--- src/rtl/core/see_pkg.sv ---
`timescale 1ns / 1ps

package see_pkg;

  // word and field widths
  localparam int WORD_W = 32;
  localparam int SYM_W  = 8;
  localparam int STAT_W = 3;

  // result status codes
  localparam logic [STAT_W-1:0] ST_OK        = 3'd0;
  localparam logic [STAT_W-1:0] ST_DIVZERO   = 3'd1;
  localparam logic [STAT_W-1:0] ST_INVALID   = 3'd2;
  localparam logic [STAT_W-1:0] ST_EMPTY     = 3'd3;
  localparam logic [STAT_W-1:0] ST_UNDERFLOW = 3'd4;
  localparam logic [STAT_W-1:0] ST_OVERFLOW  = 3'd5;

  // expression characters
  localparam logic [SYM_W-1:0] CH_ZERO  = 8'h30;
  localparam logic [SYM_W-1:0] CH_NINE  = 8'h39;
  localparam logic [SYM_W-1:0] CH_PLUS  = 8'h2b;
  localparam logic [SYM_W-1:0] CH_MINUS = 8'h2d;
  localparam logic [SYM_W-1:0] CH_STAR  = 8'h2a;
  localparam logic [SYM_W-1:0] CH_SLASH = 8'h2f;

  // register word index (paddr[2])
  localparam logic REG_NOTATION = 1'b0;

  typedef enum logic [1:0] {
    ALU_ADD,
    ALU_SUB,
    ALU_MUL,
    ALU_DIV
  } alu_op_t;

  typedef struct packed {
    logic [SYM_W-1:0] symbol;
    logic             symbol_present;
    logic             last;
  } see_in_t;

  typedef struct packed {
    logic signed [WORD_W-1:0] value;
    logic [STAT_W-1:0]        status;
  } see_out_t;

  // request to the shared arithmetic unit
  typedef struct packed {
    logic              start;
    alu_op_t           op;
    logic [WORD_W-1:0] a;
    logic [WORD_W-1:0] b;
  } alu_req_t;

  // answer from the shared arithmetic unit
  typedef struct packed {
    logic              done;
    logic [WORD_W-1:0] result;
  } alu_rsp_t;

endpackage

--- src/rtl/core/see_alu.sv ---
`timescale 1ns / 1ps

module see_alu
  import see_pkg::*;
(
  input  logic     clk,
  input  logic     rst_n,
  input  alu_req_t req,
  output alu_rsp_t rsp
);

  localparam int STEPS = WORD_W;
  localparam int CNT_W = $clog2(STEPS);
  localparam int ADD_W = WORD_W + 2;
  localparam logic [CNT_W-1:0] CNT_LAST = CNT_W'(STEPS - 1);

  typedef enum logic [2:0] {
    S_IDLE,
    S_ABS_A,
    S_ABS_B,
    S_DIV,
    S_FIX,
    S_MUL,
    S_DONE
  } state_t;

  state_t            state_r;
  logic [WORD_W-1:0] acc_r;
  logic [WORD_W-1:0] opa_r;
  logic [WORD_W-1:0] opb_r;
  logic              neg_r;
  logic [CNT_W-1:0]  cnt_r;
  logic [WORD_W-1:0] res_r;

  logic [ADD_W-1:0]  add_x;
  logic [ADD_W-1:0]  add_y;
  logic              add_sub;
  logic [ADD_W-1:0]  add_sum;
  logic [WORD_W:0]   rem_sh;

  // partial remainder shifted left with the next dividend bit
  assign rem_sh = {acc_r, opa_r[WORD_W-1]};

  // operand selection for the one shared adder
  always_comb begin
    add_x   = '0;
    add_y   = '0;
    add_sub = 1'b0;
    unique case (state_r)
      S_IDLE: begin
        add_x   = {2'b00, req.a};
        add_y   = {2'b00, req.b};
        add_sub = (req.op == ALU_SUB);
      end
      S_ABS_A: begin
        add_y   = {2'b00, opa_r};
        add_sub = 1'b1;
      end
      S_ABS_B: begin
        add_y   = {2'b00, opb_r};
        add_sub = 1'b1;
      end
      S_DIV: begin
        add_x   = {1'b0, rem_sh};
        add_y   = {2'b00, opb_r};
        add_sub = 1'b1;
      end
      S_FIX: begin
        add_y   = {2'b00, opa_r};
        add_sub = 1'b1;
      end
      S_MUL: begin
        add_x   = {2'b00, acc_r};
        add_y   = {2'b00, opa_r};
      end
      S_DONE: begin
        add_sub = 1'b0;
      end
      default: begin
        add_sub = 1'b0;
      end
    endcase
  end

  assign add_sum = add_x + (add_y ^ {ADD_W{add_sub}}) + ADD_W'(add_sub);

  // sequencer: add and subtract in one step, multiply and divide bit by bit
  always_ff @(posedge clk) begin
    if (!rst_n) begin
      state_r <= S_IDLE;
    end else begin
      unique case (state_r)
        S_IDLE: begin
          if (req.start) begin
            opa_r <= req.a;
            opb_r <= req.b;
            acc_r <= '0;
            cnt_r <= '0;
            neg_r <= req.a[WORD_W-1] ^ req.b[WORD_W-1];
            unique case (req.op)
              ALU_ADD, ALU_SUB: begin
                res_r   <= add_sum[WORD_W-1:0];
                state_r <= S_DONE;
              end
              ALU_MUL: state_r <= S_MUL;
              ALU_DIV: state_r <= S_ABS_A;
              default: state_r <= S_DONE;
            endcase
          end
        end
        S_ABS_A: begin
          if (opa_r[WORD_W-1]) begin
            opa_r <= add_sum[WORD_W-1:0];
          end
          state_r <= S_ABS_B;
        end
        S_ABS_B: begin
          if (opb_r[WORD_W-1]) begin
            opb_r <= add_sum[WORD_W-1:0];
          end
          state_r <= S_DIV;
        end
        S_DIV: begin
          // restoring step: keep the difference when it does not borrow
          if (!add_sum[ADD_W-1]) begin
            acc_r <= add_sum[WORD_W-1:0];
            opa_r <= {opa_r[WORD_W-2:0], 1'b1};
          end else begin
            acc_r <= rem_sh[WORD_W-1:0];
            opa_r <= {opa_r[WORD_W-2:0], 1'b0};
          end
          cnt_r <= cnt_r + CNT_W'(1);
          if (cnt_r == CNT_LAST) begin
            state_r <= S_FIX;
          end
        end
        S_FIX: begin
          // quotient sign from the operand signs
          res_r   <= neg_r ? add_sum[WORD_W-1:0] : opa_r;
          state_r <= S_DONE;
        end
        S_MUL: begin
          // shift-add, low word only
          if (opb_r[0]) begin
            acc_r <= add_sum[WORD_W-1:0];
          end
          opa_r <= {opa_r[WORD_W-2:0], 1'b0};
          opb_r <= {1'b0, opb_r[WORD_W-1:1]};
          cnt_r <= cnt_r + CNT_W'(1);
          if (cnt_r == CNT_LAST) begin
            res_r   <= opb_r[0] ? add_sum[WORD_W-1:0] : acc_r;
            state_r <= S_DONE;
          end
        end
        S_DONE: begin
          state_r <= S_IDLE;
        end
        default: begin
          state_r <= S_IDLE;
        end
      endcase
    end
  end

  assign rsp.done   = (state_r == S_DONE);
  assign rsp.result = res_r;

endmodule

--- src/rtl/core/stack_expression_evaluator.sv ---
`timescale 1ns / 1ps
// channel   ports                               direction  accepted when
// ---------------------------------------------------------------------------
// input     in_valid, in_ready, in_data         in         in_valid & in_ready
// result    out_valid, out_ready, out_data      out        out_valid & out_ready
// config    psel, penable, pwrite, paddr, ...   in         psel & penable & pwrite
//
// A digit is taken in S_IDLE; an operator goes on to S_LOAD and S_EXEC; the
// multiply and divide go one bit a cycle through the shared adder in see_alu.
// An item marked last then passes through S_FIN to load the result register.
// Reset (rst_n low, synchronous) empties the stack and clears the error;
// the stack memory itself is not cleared.
// A result waiting on out_ready does not block input; only a second
// finished result waits for the first to be taken.

module stack_expression_evaluator
  import see_pkg::*;
#(
  parameter int STACK_DEPTH = 64
) (
  input  logic        clk,
  input  logic        rst_n,
  input  logic        in_valid,
  output logic        in_ready,
  input  see_in_t     in_data,
  output logic        out_valid,
  input  logic        out_ready,
  output see_out_t    out_data,
  input  logic        psel,
  input  logic        penable,
  input  logic        pwrite,
  input  logic [2:0]  paddr,
  input  logic [31:0] pwdata,
  output logic [31:0] prdata,
  output logic        pready
);

  localparam int AW = $clog2(STACK_DEPTH);
  localparam int CW = $clog2(STACK_DEPTH + 1);

  typedef enum logic [1:0] {
    S_IDLE,
    S_LOAD,
    S_EXEC,
    S_FIN
  } state_t;

  state_t            state_r;
  logic [CW-1:0]     count_r;
  logic [STAT_W-1:0] err_r;
  logic [WORD_W-1:0] tos_r;
  logic [WORD_W-1:0] rd_r;
  alu_op_t           op_r;
  logic              last_r;
  logic              notation_r;
  logic              out_valid_r;
  see_out_t          out_data_r;

  logic [WORD_W-1:0] stack_mem [STACK_DEPTH];

  logic              accept;
  logic              active;
  logic              is_digit;
  logic              is_op;
  logic              full;
  logic              few;
  logic [CW-1:0]     cnt_m1;
  logic [CW-1:0]     cnt_m2;
  logic              mem_we;
  logic [WORD_W-1:0] opnd_a;
  logic [WORD_W-1:0] opnd_b;
  logic              div_zero;
  logic [STAT_W-1:0] fin_status;
  logic              fin_fire;
  state_t            item_next;
  logic              cfg_wr;
  alu_req_t          alu_req;
  alu_rsp_t          alu_rsp;

  function automatic alu_op_t sym_to_op(input logic [SYM_W-1:0] sym);
    alu_op_t op;
    priority if (sym == CH_PLUS)  op = ALU_ADD;
    else if (sym == CH_MINUS)     op = ALU_SUB;
    else if (sym == CH_STAR)      op = ALU_MUL;
    else                          op = ALU_DIV;
    return op;
  endfunction

  // item decode
  assign accept   = in_valid && in_ready;
  assign active   = in_data.symbol_present && (err_r == ST_OK);
  assign is_digit = (in_data.symbol >= CH_ZERO) && (in_data.symbol <= CH_NINE);
  assign is_op    = (in_data.symbol == CH_PLUS) || (in_data.symbol == CH_MINUS) ||
                    (in_data.symbol == CH_STAR) || (in_data.symbol == CH_SLASH);
  assign full     = (count_r == CW'(STACK_DEPTH));
  assign few      = (count_r < CW'(2));
  assign cnt_m1   = count_r - CW'(1);
  assign cnt_m2   = count_r - CW'(2);

  // state after an item that needs no arithmetic
  assign item_next = in_data.last ? S_FIN : S_IDLE;

  // old top spills to memory on a push
  assign mem_we = accept && active && is_digit && !full && (count_r != '0);

  always_ff @(posedge clk) begin
    if (mem_we) begin
      stack_mem[cnt_m1[AW-1:0]] <= tos_r;
    end
    if (accept) begin
      rd_r <= stack_mem[cnt_m2[AW-1:0]];
    end
  end

  // operand order follows the notation
  assign opnd_a   = notation_r ? tos_r : rd_r;
  assign opnd_b   = notation_r ? rd_r : tos_r;
  assign div_zero = (op_r == ALU_DIV) && (opnd_b == '0);

  assign alu_req.start = (state_r == S_LOAD) && !div_zero;
  assign alu_req.op    = op_r;
  assign alu_req.a     = opnd_a;
  assign alu_req.b     = opnd_b;

  see_alu u_alu (
    .clk   (clk),
    .rst_n (rst_n),
    .req   (alu_req),
    .rsp   (alu_rsp)
  );

  // status reported at expression end
  always_comb begin
    priority if (err_r != ST_OK) fin_status = err_r;
    else if (count_r == '0)       fin_status = ST_EMPTY;
    else                          fin_status = ST_OK;
  end

  // result register loads when it is free or being taken
  assign fin_fire = (state_r == S_FIN) && (!out_valid_r || out_ready);

  assign cfg_wr = psel && penable && pwrite && pready;

  // sequencer, stack count, error and result register
  always_ff @(posedge clk) begin
    if (!rst_n) begin
      state_r     <= S_IDLE;
      count_r     <= '0;
      err_r       <= ST_OK;
      notation_r  <= 1'b0;
      out_valid_r <= 1'b0;
    end else begin
      if (cfg_wr && (paddr[2] == REG_NOTATION)) begin
        notation_r <= pwdata[0];
      end
      if (out_valid_r && out_ready && !fin_fire) begin
        out_valid_r <= 1'b0;
      end
      unique case (state_r)
        S_IDLE: begin
          if (accept) begin
            last_r  <= in_data.last;
            op_r    <= sym_to_op(in_data.symbol);
            if (active) begin
              priority if (is_digit) begin
                if (full) begin
                  err_r <= ST_OVERFLOW;
                end else begin
                  tos_r   <= WORD_W'(in_data.symbol - CH_ZERO);
                  count_r <= count_r + CW'(1);
                end
                state_r <= item_next;
              end else if (!is_op) begin
                err_r   <= ST_INVALID;
                state_r <= item_next;
              end else if (few) begin
                err_r   <= ST_UNDERFLOW;
                state_r <= item_next;
              end else begin
                state_r <= S_LOAD;
              end
            end else begin
              state_r <= item_next;
            end
          end
        end
        S_LOAD: begin
          if (div_zero) begin
            err_r   <= ST_DIVZERO;
            state_r <= last_r ? S_FIN : S_IDLE;
          end else begin
            state_r <= S_EXEC;
          end
        end
        S_EXEC: begin
          if (alu_rsp.done) begin
            tos_r   <= alu_rsp.result;
            count_r <= cnt_m1;
            state_r <= last_r ? S_FIN : S_IDLE;
          end
        end
        S_FIN: begin
          if (fin_fire) begin
            out_valid_r       <= 1'b1;
            out_data_r.status <= fin_status;
            out_data_r.value  <= (fin_status == ST_OK) ? tos_r : '0;
            count_r           <= '0;
            err_r             <= ST_OK;
            state_r           <= S_IDLE;
          end
        end
        default: begin
          state_r <= S_IDLE;
        end
      endcase
    end
  end

  assign in_ready  = (state_r == S_IDLE);
  assign out_valid = out_valid_r;
  assign out_data  = out_data_r;
  assign pready    = 1'b1;
  assign prdata    = (paddr[2] == REG_NOTATION) ? {31'b0, notation_r} : '0;

endmodule

--- config.mk ---
export PLATFORM = sky130hd
export DESIGN_NAME = stack_expression_evaluator
export DESIGN_NICKNAME = d
export VERILOG_FILES = /design/src/rtl/core/see_pkg.sv /design/src/rtl/core/see_alu.sv /design/src/rtl/core/stack_expression_evaluator.sv
export SDC_FILE = /design/constraint.sdc
export NUM_CORES = 2
export LEC_CHECK = 0
export BUFFER_PORTS_ARGS = -buffer_cell sky130_fd_sc_hd__clkbuf_2
export CORE_ASPECT_RATIO = 0.75
export CORE_MARGIN = 2
export CORE_UTILIZATION = 29
export CTS_BUF_LIST = sky130_fd_sc_hd__clkbuf_8 sky130_fd_sc_hd__clkbuf_16
export DETAILED_ROUTE_END_ITERATION = 16
export PLACE_DENSITY = 0.41
export SLEW_MARGIN = 20
export SYNTH_ARGS = -nofsm -noshare
export SYNTH_HDL_FRONTEND = slang
export SYNTH_SLANG_ARGS = --single-unit
--- constraint.sdc ---
create_clock -name clk -period 13.3 [get_ports clk]
set_clock_uncertainty 0.15 [all_clocks]
set_input_delay 1.33 -clock clk [delete_from_list [all_inputs] [get_ports clk]]
set_output_delay 1.33 -clock clk [all_outputs]
set_load 0.05 [all_outputs]
## Yosys cells after proc, flatten, opt, wreduce, memory -nomap -nowiden

Memories as Yosys holds them, arrays and structs flattened. A register that Yosys moved wholly into a read port is not among the register bits.
Index checks and enable logic that the tools add are counted.

- Register bits: 221
- Memory bits (writable): 2048
- Input port bits: 52
- Logic and storage cells: 199
- Memories: 1

Memories:

| name | depth | width | rd ports | clocked after Yosys merged registers in | wr ports | line | RTL |
|---|---|---|---|---|---|---|---|
| stack_mem | 64 | 32 | 1 | 1 | 1 | stack_expression_evaluator.sv:59 | `logic [WORD_W-1:0] stack_mem [STACK_DEPTH];` |

- Bitwise logic cells: 3
- Reduce and logical (&&, ||, !) cells: 61
- $add $sub $neg: 7
- $lt $le $gt $ge: 3
- Multiplexer cells: 71
- Equal/unequal tests: 33

Operator list:

| operator | number |
|---|---|
| $mux 32 | 18 |
| $pmux 32 s3 | 4 |
| $pmux 32 s4 | 1 |
| $pmux 33 s3 | 1 |
| $pmux 32 s2 | 1 |
| $mux 7 | 6 |
| $mux 3 | 12 |
| $add 33x34->34 | 1 |
| $add 34x1->34 | 1 |
| $xor 32x34->34 | 1 |
| $eq 8x6->1 const B | 4 |
| $logic_not 32->1 | 1 |
| $reduce_and 3->1 | 9 |
| $mux 2 | 11 |
| $pmux 7 s3 | 1 |
| $reduce_and 7->1 | 3 |
| $pmux 3 s3 | 2 |
| $pmux 3 s6 | 1 |
| $reduce_bool 3->1 | 6 |
| $logic_and 1x1->1 | 15 |
| $ne 2x1->1 const B | 7 |
| $ne 2x2->1 const B | 6 |
| $pmux 5 s2 | 1 |
| $eq 3x3->1 const B | 3 |
| 35 further kinds | 62 |

## Logic depth before layout (Yosys ltp)

- Depth after elaboration: 9
- Gate-level depth with buffers: 23

## Modules after synthesis

A second synthesis with hierarchy kept.

- Cell total of the unflattened synthesis: 4830
- Area total of the unflattened synthesis: 94426.8 um^2

By module, submodules not included:

| module | seq. area each (um^2) | instances | area each (um^2) | cells an instance |
|---|---|---|---|---|
| stack_expression_evaluator | 64842.2 | 1 | 84053.1 | 3676 |
| see_alu | 4083.9 | 1 | 10373.7 | 1154 |

## Worst setup path after synthesis

Ideal clock, no wire load.

- Path kind: reg2reg
- Start point: reg notation_r
- End point: reg u_alu.opa_r[0], data pin
- Setup slack: 7.736 ns
- Data required time: 12.892 ns
- Clock period less this slack: 5.564 ns
- Cell stages (with the launch flop): 22
- Arrival time: 5.156 ns
- Path through: dfxtp_1 > clkbuf_1 > buf_1 > clkbuf_1 > buf_1 > mux2_2 > a22oi_1 > o21ai_0 > ha_1 > clkbuf_1 > and3_1 > a221oi_1 > o21ai_0 > inv_1 > a2111o_1 > a2111oi_4 > nor2_1 > a211o_1 > buf_6 > buf_6 > a221oi_2 > nor2_1

- Word-level cells in the longest chain between the ends: 7
- Elaborated cells between the ends (all ways): 11
- Classes of those cells: 2 x add/sub; 8 x mux; 1 x bitwise

RTL lines:

| item | line | RTL |
|---|---|---|
| start: declaration | stack_expression_evaluator.sv:55 | `logic notation_r;` |
| start signal: assignment | stack_expression_evaluator.sv:154 | `notation_r <= pwdata[0];` |
| $mux 32 | stack_expression_evaluator.sv:117 | `assign opnd_b = notation_r ? rd_r : tos_r;` |
| $pmux 32 s3 | see_alu.sv:49 | `unique case (state_r)` |
| $xor 32x34->34 | see_alu.sv:85 | `assign add_sum = add_x + (add_y ^ {ADD_W{add_sub}}) + ADD_W'(add_sub);` |
| $add 33x34->34 | see_alu.sv:85 |  |
| $add 34x1->34 | see_alu.sv:85 |  |
| $mux 1 / $mux 32 (equally long branches) | see_alu.sv:125, see_alu.sv:112 |  |
| $pmux 32 s4 * | see_alu.sv:92 | `unique case (state_r)` |
| end signal: assignment | see_alu.sv:95 | `opa_r <= req.a;` |
| end signal: assignment | see_alu.sv:127 | `opa_r <= {opa_r[WORD_W-2:0], 1'b1};` |
| end signal: assignment | see_alu.sv:130 | `opa_r <= {opa_r[WORD_W-2:0], 1'b0};` |
| end: declaration | see_alu.sv:29 | `logic [WORD_W-1:0] opa_r;` |

Every way passes the cells marked *; elsewhere a longest branch is shown, timed or not. The select of a mux whose other input is x is not followed.
A chain may end at the register's enable or synchronous reset.

## Worst setup path in the final report

- Start point: reg tos_r[0]
- End point: reg u_alu.res_r[28], data pin

- Word-level cells in the longest chain between the ends: 8
- Elaborated cells between the ends (all ways): 13
- Classes of those cells: 2 x add/sub; 10 x mux; 1 x bitwise

RTL lines:

| item | line | RTL |
|---|---|---|
| start: declaration | stack_expression_evaluator.sv:51 | `logic [WORD_W-1:0] tos_r;` |
| start signal: assignment | stack_expression_evaluator.sv:169 | `tos_r <= WORD_W'(in_data.symbol - CH_ZERO);` |
| start signal: assignment | stack_expression_evaluator.sv:197 | `tos_r <= alu_rsp.result;` |
| $mux 32 | stack_expression_evaluator.sv:117 |  |
| $pmux 32 s3 | see_alu.sv:49 |  |
| $xor 32x34->34 | see_alu.sv:85 |  |
| $add 33x34->34 * | see_alu.sv:85 |  |
| $add 34x1->34 * | see_alu.sv:85 |  |
| $mux 32 (on tied branches) | see_alu.sv:151, see_alu.sv:100 |  |
| $mux 32 (on tied branches) | see_alu.sv:150, see_alu.sv:94 |  |
| $pmux 32 s3 * | see_alu.sv:92 |  |
| end signal: assignment | see_alu.sv:102 | `res_r <= add_sum[WORD_W-1:0];` |
| end signal: assignment | see_alu.sv:139 | `res_r <= neg_r ? add_sum[WORD_W-1:0] : opa_r;` |
| end signal: assignment | see_alu.sv:151 | `res_r <= opb_r[0] ? add_sum[WORD_W-1:0] : acc_r;` |
| end: declaration | see_alu.sv:33 | `logic [WORD_W-1:0] res_r;` |

Marks and branches as above.

==> results_dict.tcl <==
set metrics [dict create \
    synth_cell_types 77 \
    tns_ns 0 \
    cts.sinks 2301 \
    holdPathStages 1 \
    grt_pass1_wl_mm 410 \
    hold_buffers 0 \
    start_util 0.291 \
    drv_slew 0 \
    rsz0062_at_grt "false" \
    power_leakage_nw 33.0 \
    rows 181 \
    worstPathArrival_ns 7.65 \
    hpwl_mm 166 \
    regArea_mm2 0.0689 \
    dp_slack_ns 6.25 \
    wl_mm 298 \
    drcViolationCount 0 \
    crit_type "flip-flop to flip-flop" \
    netlist_top_cells_count "edfxtp_1, mux4_2, nor2_1, clkbuf_1, nand2_1" \
    setup_viol 0 \
    path_max_fanout 50 \
    drtIter0Drc 5509 \
    ff2ff_setup_slack_ns 6.23 \
    drive_gt1_frac 0.267 \
    root_buffer "clkbuf_16" \
    setup_ws_ns 6.23 \
    ys_top_cells_by_area "edfxtp_1, mux4_2, mux2i_1" \
    die_y_um 497 \
    ir_drop_uv 209 \
    fin_crit_sh 0.532 \
    dieArea_mm2 0.329 \
    postRouteAntennaNets 0 \
    required_ns 13.88 \
    multi_input_area_mm2 0.0245 \
    cts_buffers 234 \
    clk_pin_slew_ns 0.06 \
    grtUsageTotal 0.178 \
    avgSynthCellArea_um2 20.1 \
    synth_edf_count 2284 \
    cp-end-kind "flip-flop" \
    worstReg2RegStart "tos_r[0]" \
    fillers 30600 \
    viasPerCell 5.18 \
    worstSetupStartpointType "flip-flop" \
    overflow 0 \
    synth_top_area_frac 0.729 \
    core_area_mm2 0.324 \
    min_period_ns 7.07 \
    ys_seq_area_frac 0.733 \
    grt_max_degree 85 \
    clkLatencyLatePin_ns 0.88 \
    antenna_found_initial 20 \
    yosysWarnings 0 \
    r2r_cells 16 \
    gp_congestion 0.838 \
    syn_inst 4675 \
    yosysMostFrequentCell "edfxtp_1" \
    rr_endpoint "u_alu.res_r[28]" \
    yosys_register_bits 2301 \
    areaGrowthSynthToFinish_pct 14.5 \
    worst_pin_slew_ns 1.17 \
    wl_per_cell_um 31.8 \
    synth-async-reset-ratio 0 \
    final_nets 4967 \
    dr.pass1.iters 6 \
    hold_end "tos_r[17]" \
    powerDensity_mw_per_mm2 219 \
    ys.flop_type "edfxtp_1" \
    min_from "u_alu.res_r[17]" \
    chipWidth_um 662 \
    synth_area_mm2 0.0941 \
    cts_tree "done" \
    max_freq_ghz 0.141 \
    hold_viol 0 \
    hp-class "flip-flop to flip-flop" \
    numPortBuffers 56 \
    synth_top_cell_by_area "edfxtp_1" \
    relSlewSlack 0.216 \
    io_pins 122 \
    drv_cap 0 \
    cts_buffer_depth 4 \
    h-tree-depth 4 \
    cts_setup_buffers 0 \
    vias 48500 \
    status "complete, no violations" \
    grt_pass1_vias 48600 \
    cts_resized 0 \
    total_power_mw 23.6 \
]
critical path, cell delays in order, from the launching register on:
cell      delay, ns
edfxtp_1       1.02
buf_4          0.62
mux2i_1        0.40
o221ai_4       0.31
nand4_1        0.28
and2_1         0.29
fa_1           0.48
a21o_1         0.22
a221oi_1       0.63
o31ai_1        0.25
o21ai_0        0.72
o311a_1        0.30
nor2_1         0.13
or4_1          0.45
a31oi_1        0.33
o21ai_0        0.17
nand3_1        0.15
flip-flops by register name, summed over array words and instances (netlist names):
name           cells
state_r            2
u_alu.opb_r       32
err_r              3
u_alu.opa_r       32
u_alu.res_r       32
tos_r             32
stack_mem       2048
out_data          35
u_alu.acc_r       32
u_alu.neg_r        1
out_valid          1
u_alu.cnt_r        5
count_r            7
notation_r         1
u_alu.state_r      3
rd_r              32
last_r             1
op_r               2
metrics by stage:
stage / utilization / area [um^2] / std cells / hold slack (ns)
4_1_cts: 0.333 / 108000 / 9354 / 0.362
2_1_floorplan: - / 94200 / 4705 / 0.334
3_3_place_gp: 0.311 / 101000 / 8936 / 0.346
3_5_place_dp: 0.311 / 101000 / 8936 / 0.351
5_1_grt: 0.333 / 108000 / 9354 / 0.388
6_report: 0.333 / 108000 / 9357 / 0.365
final cells by class:
class                      instances  share of cell area
multi-input combinational       2069               0.227
sequential                      2301               0.640
clock inverter                   181              0.0109
tap                             4300              0.0499
inverter                          25            0.000871
clock buffer                     237              0.0547
antenna                            3           0.0000697
timing repair buffer             241              0.0161
routing by layer:
| metal | wire length [um] | share of wire | track usage |
|---|---|---|---|
| met1 | 146000 | 0.49 | 0.280 |
| met2 | 129000 | 0.43 | 0.259 |
| met3 | 17400 | 0.058 | 0.0288 |
| met4 | 5790 | 0.019 | 0.0354 |
| met5 | 13 | 0.000044 | 0 |
worst max-delay path by stage:
| stage | end | slack (ns) | startpoint | cells after the start |
|---|---|---|---|---|
| 2_1_floorplan | u_alu.opa_r[0] | 7.74 | notation_r | 21 |
| 3_3_place_gp | u_alu.res_r[28] | 6.48 | tos_r[0] | 16 |
| 3_5_place_dp | u_alu.res_r[28] | 6.25 | tos_r[0] | 16 |
| 4_1_cts | u_alu.res_r[28] | 6.20 | tos_r[0] | 16 |
| 5_1_grt | u_alu.res_r[28] | 5.95 | tos_r[0] | 16 |
| 6_report | u_alu.res_r[28] | 6.23 | tos_r[0] | 16 |
where the power goes:
group	internal (mW)	switching, mW	leakage (nW)
Sequential	8.48	0.219	20.7
Combinational	3.07	5.49	8.58
Clock	3.45	2.86	3.71
cells in the final DEF (no fill, tap or decap), types with 67 or more instances in the layout:
cell | synthesis | layout
a21oi_1 | 112 | 110
buf_4 | 32 | 180
clkbuf_16 | 0 | 234
edfxtp_1 | 2284 | 2284
inv_1 | 23 | 85
mux2i_1 | 100 | 100
mux4_2 | 658 | 658
nand2_1 | 173 | 171
nor2_1 | 245 | 173
nor2_4 | 0 | 67
o21ai_0 | 92 | 90
logic make-up after synthesis:
logic type      Yosys count  share of synthesized area
compound gates          512                     0.0369
xor+xnor                 79                    0.00736
fa+ha+maj                43                    0.00580
buf+inv                 335                     0.0152
flops                  2301                      0.733
mux                     803                      0.174
other cells               2                  0.0000798
simple gates            600                     0.0284
Power figures use the tool's default switching activity.
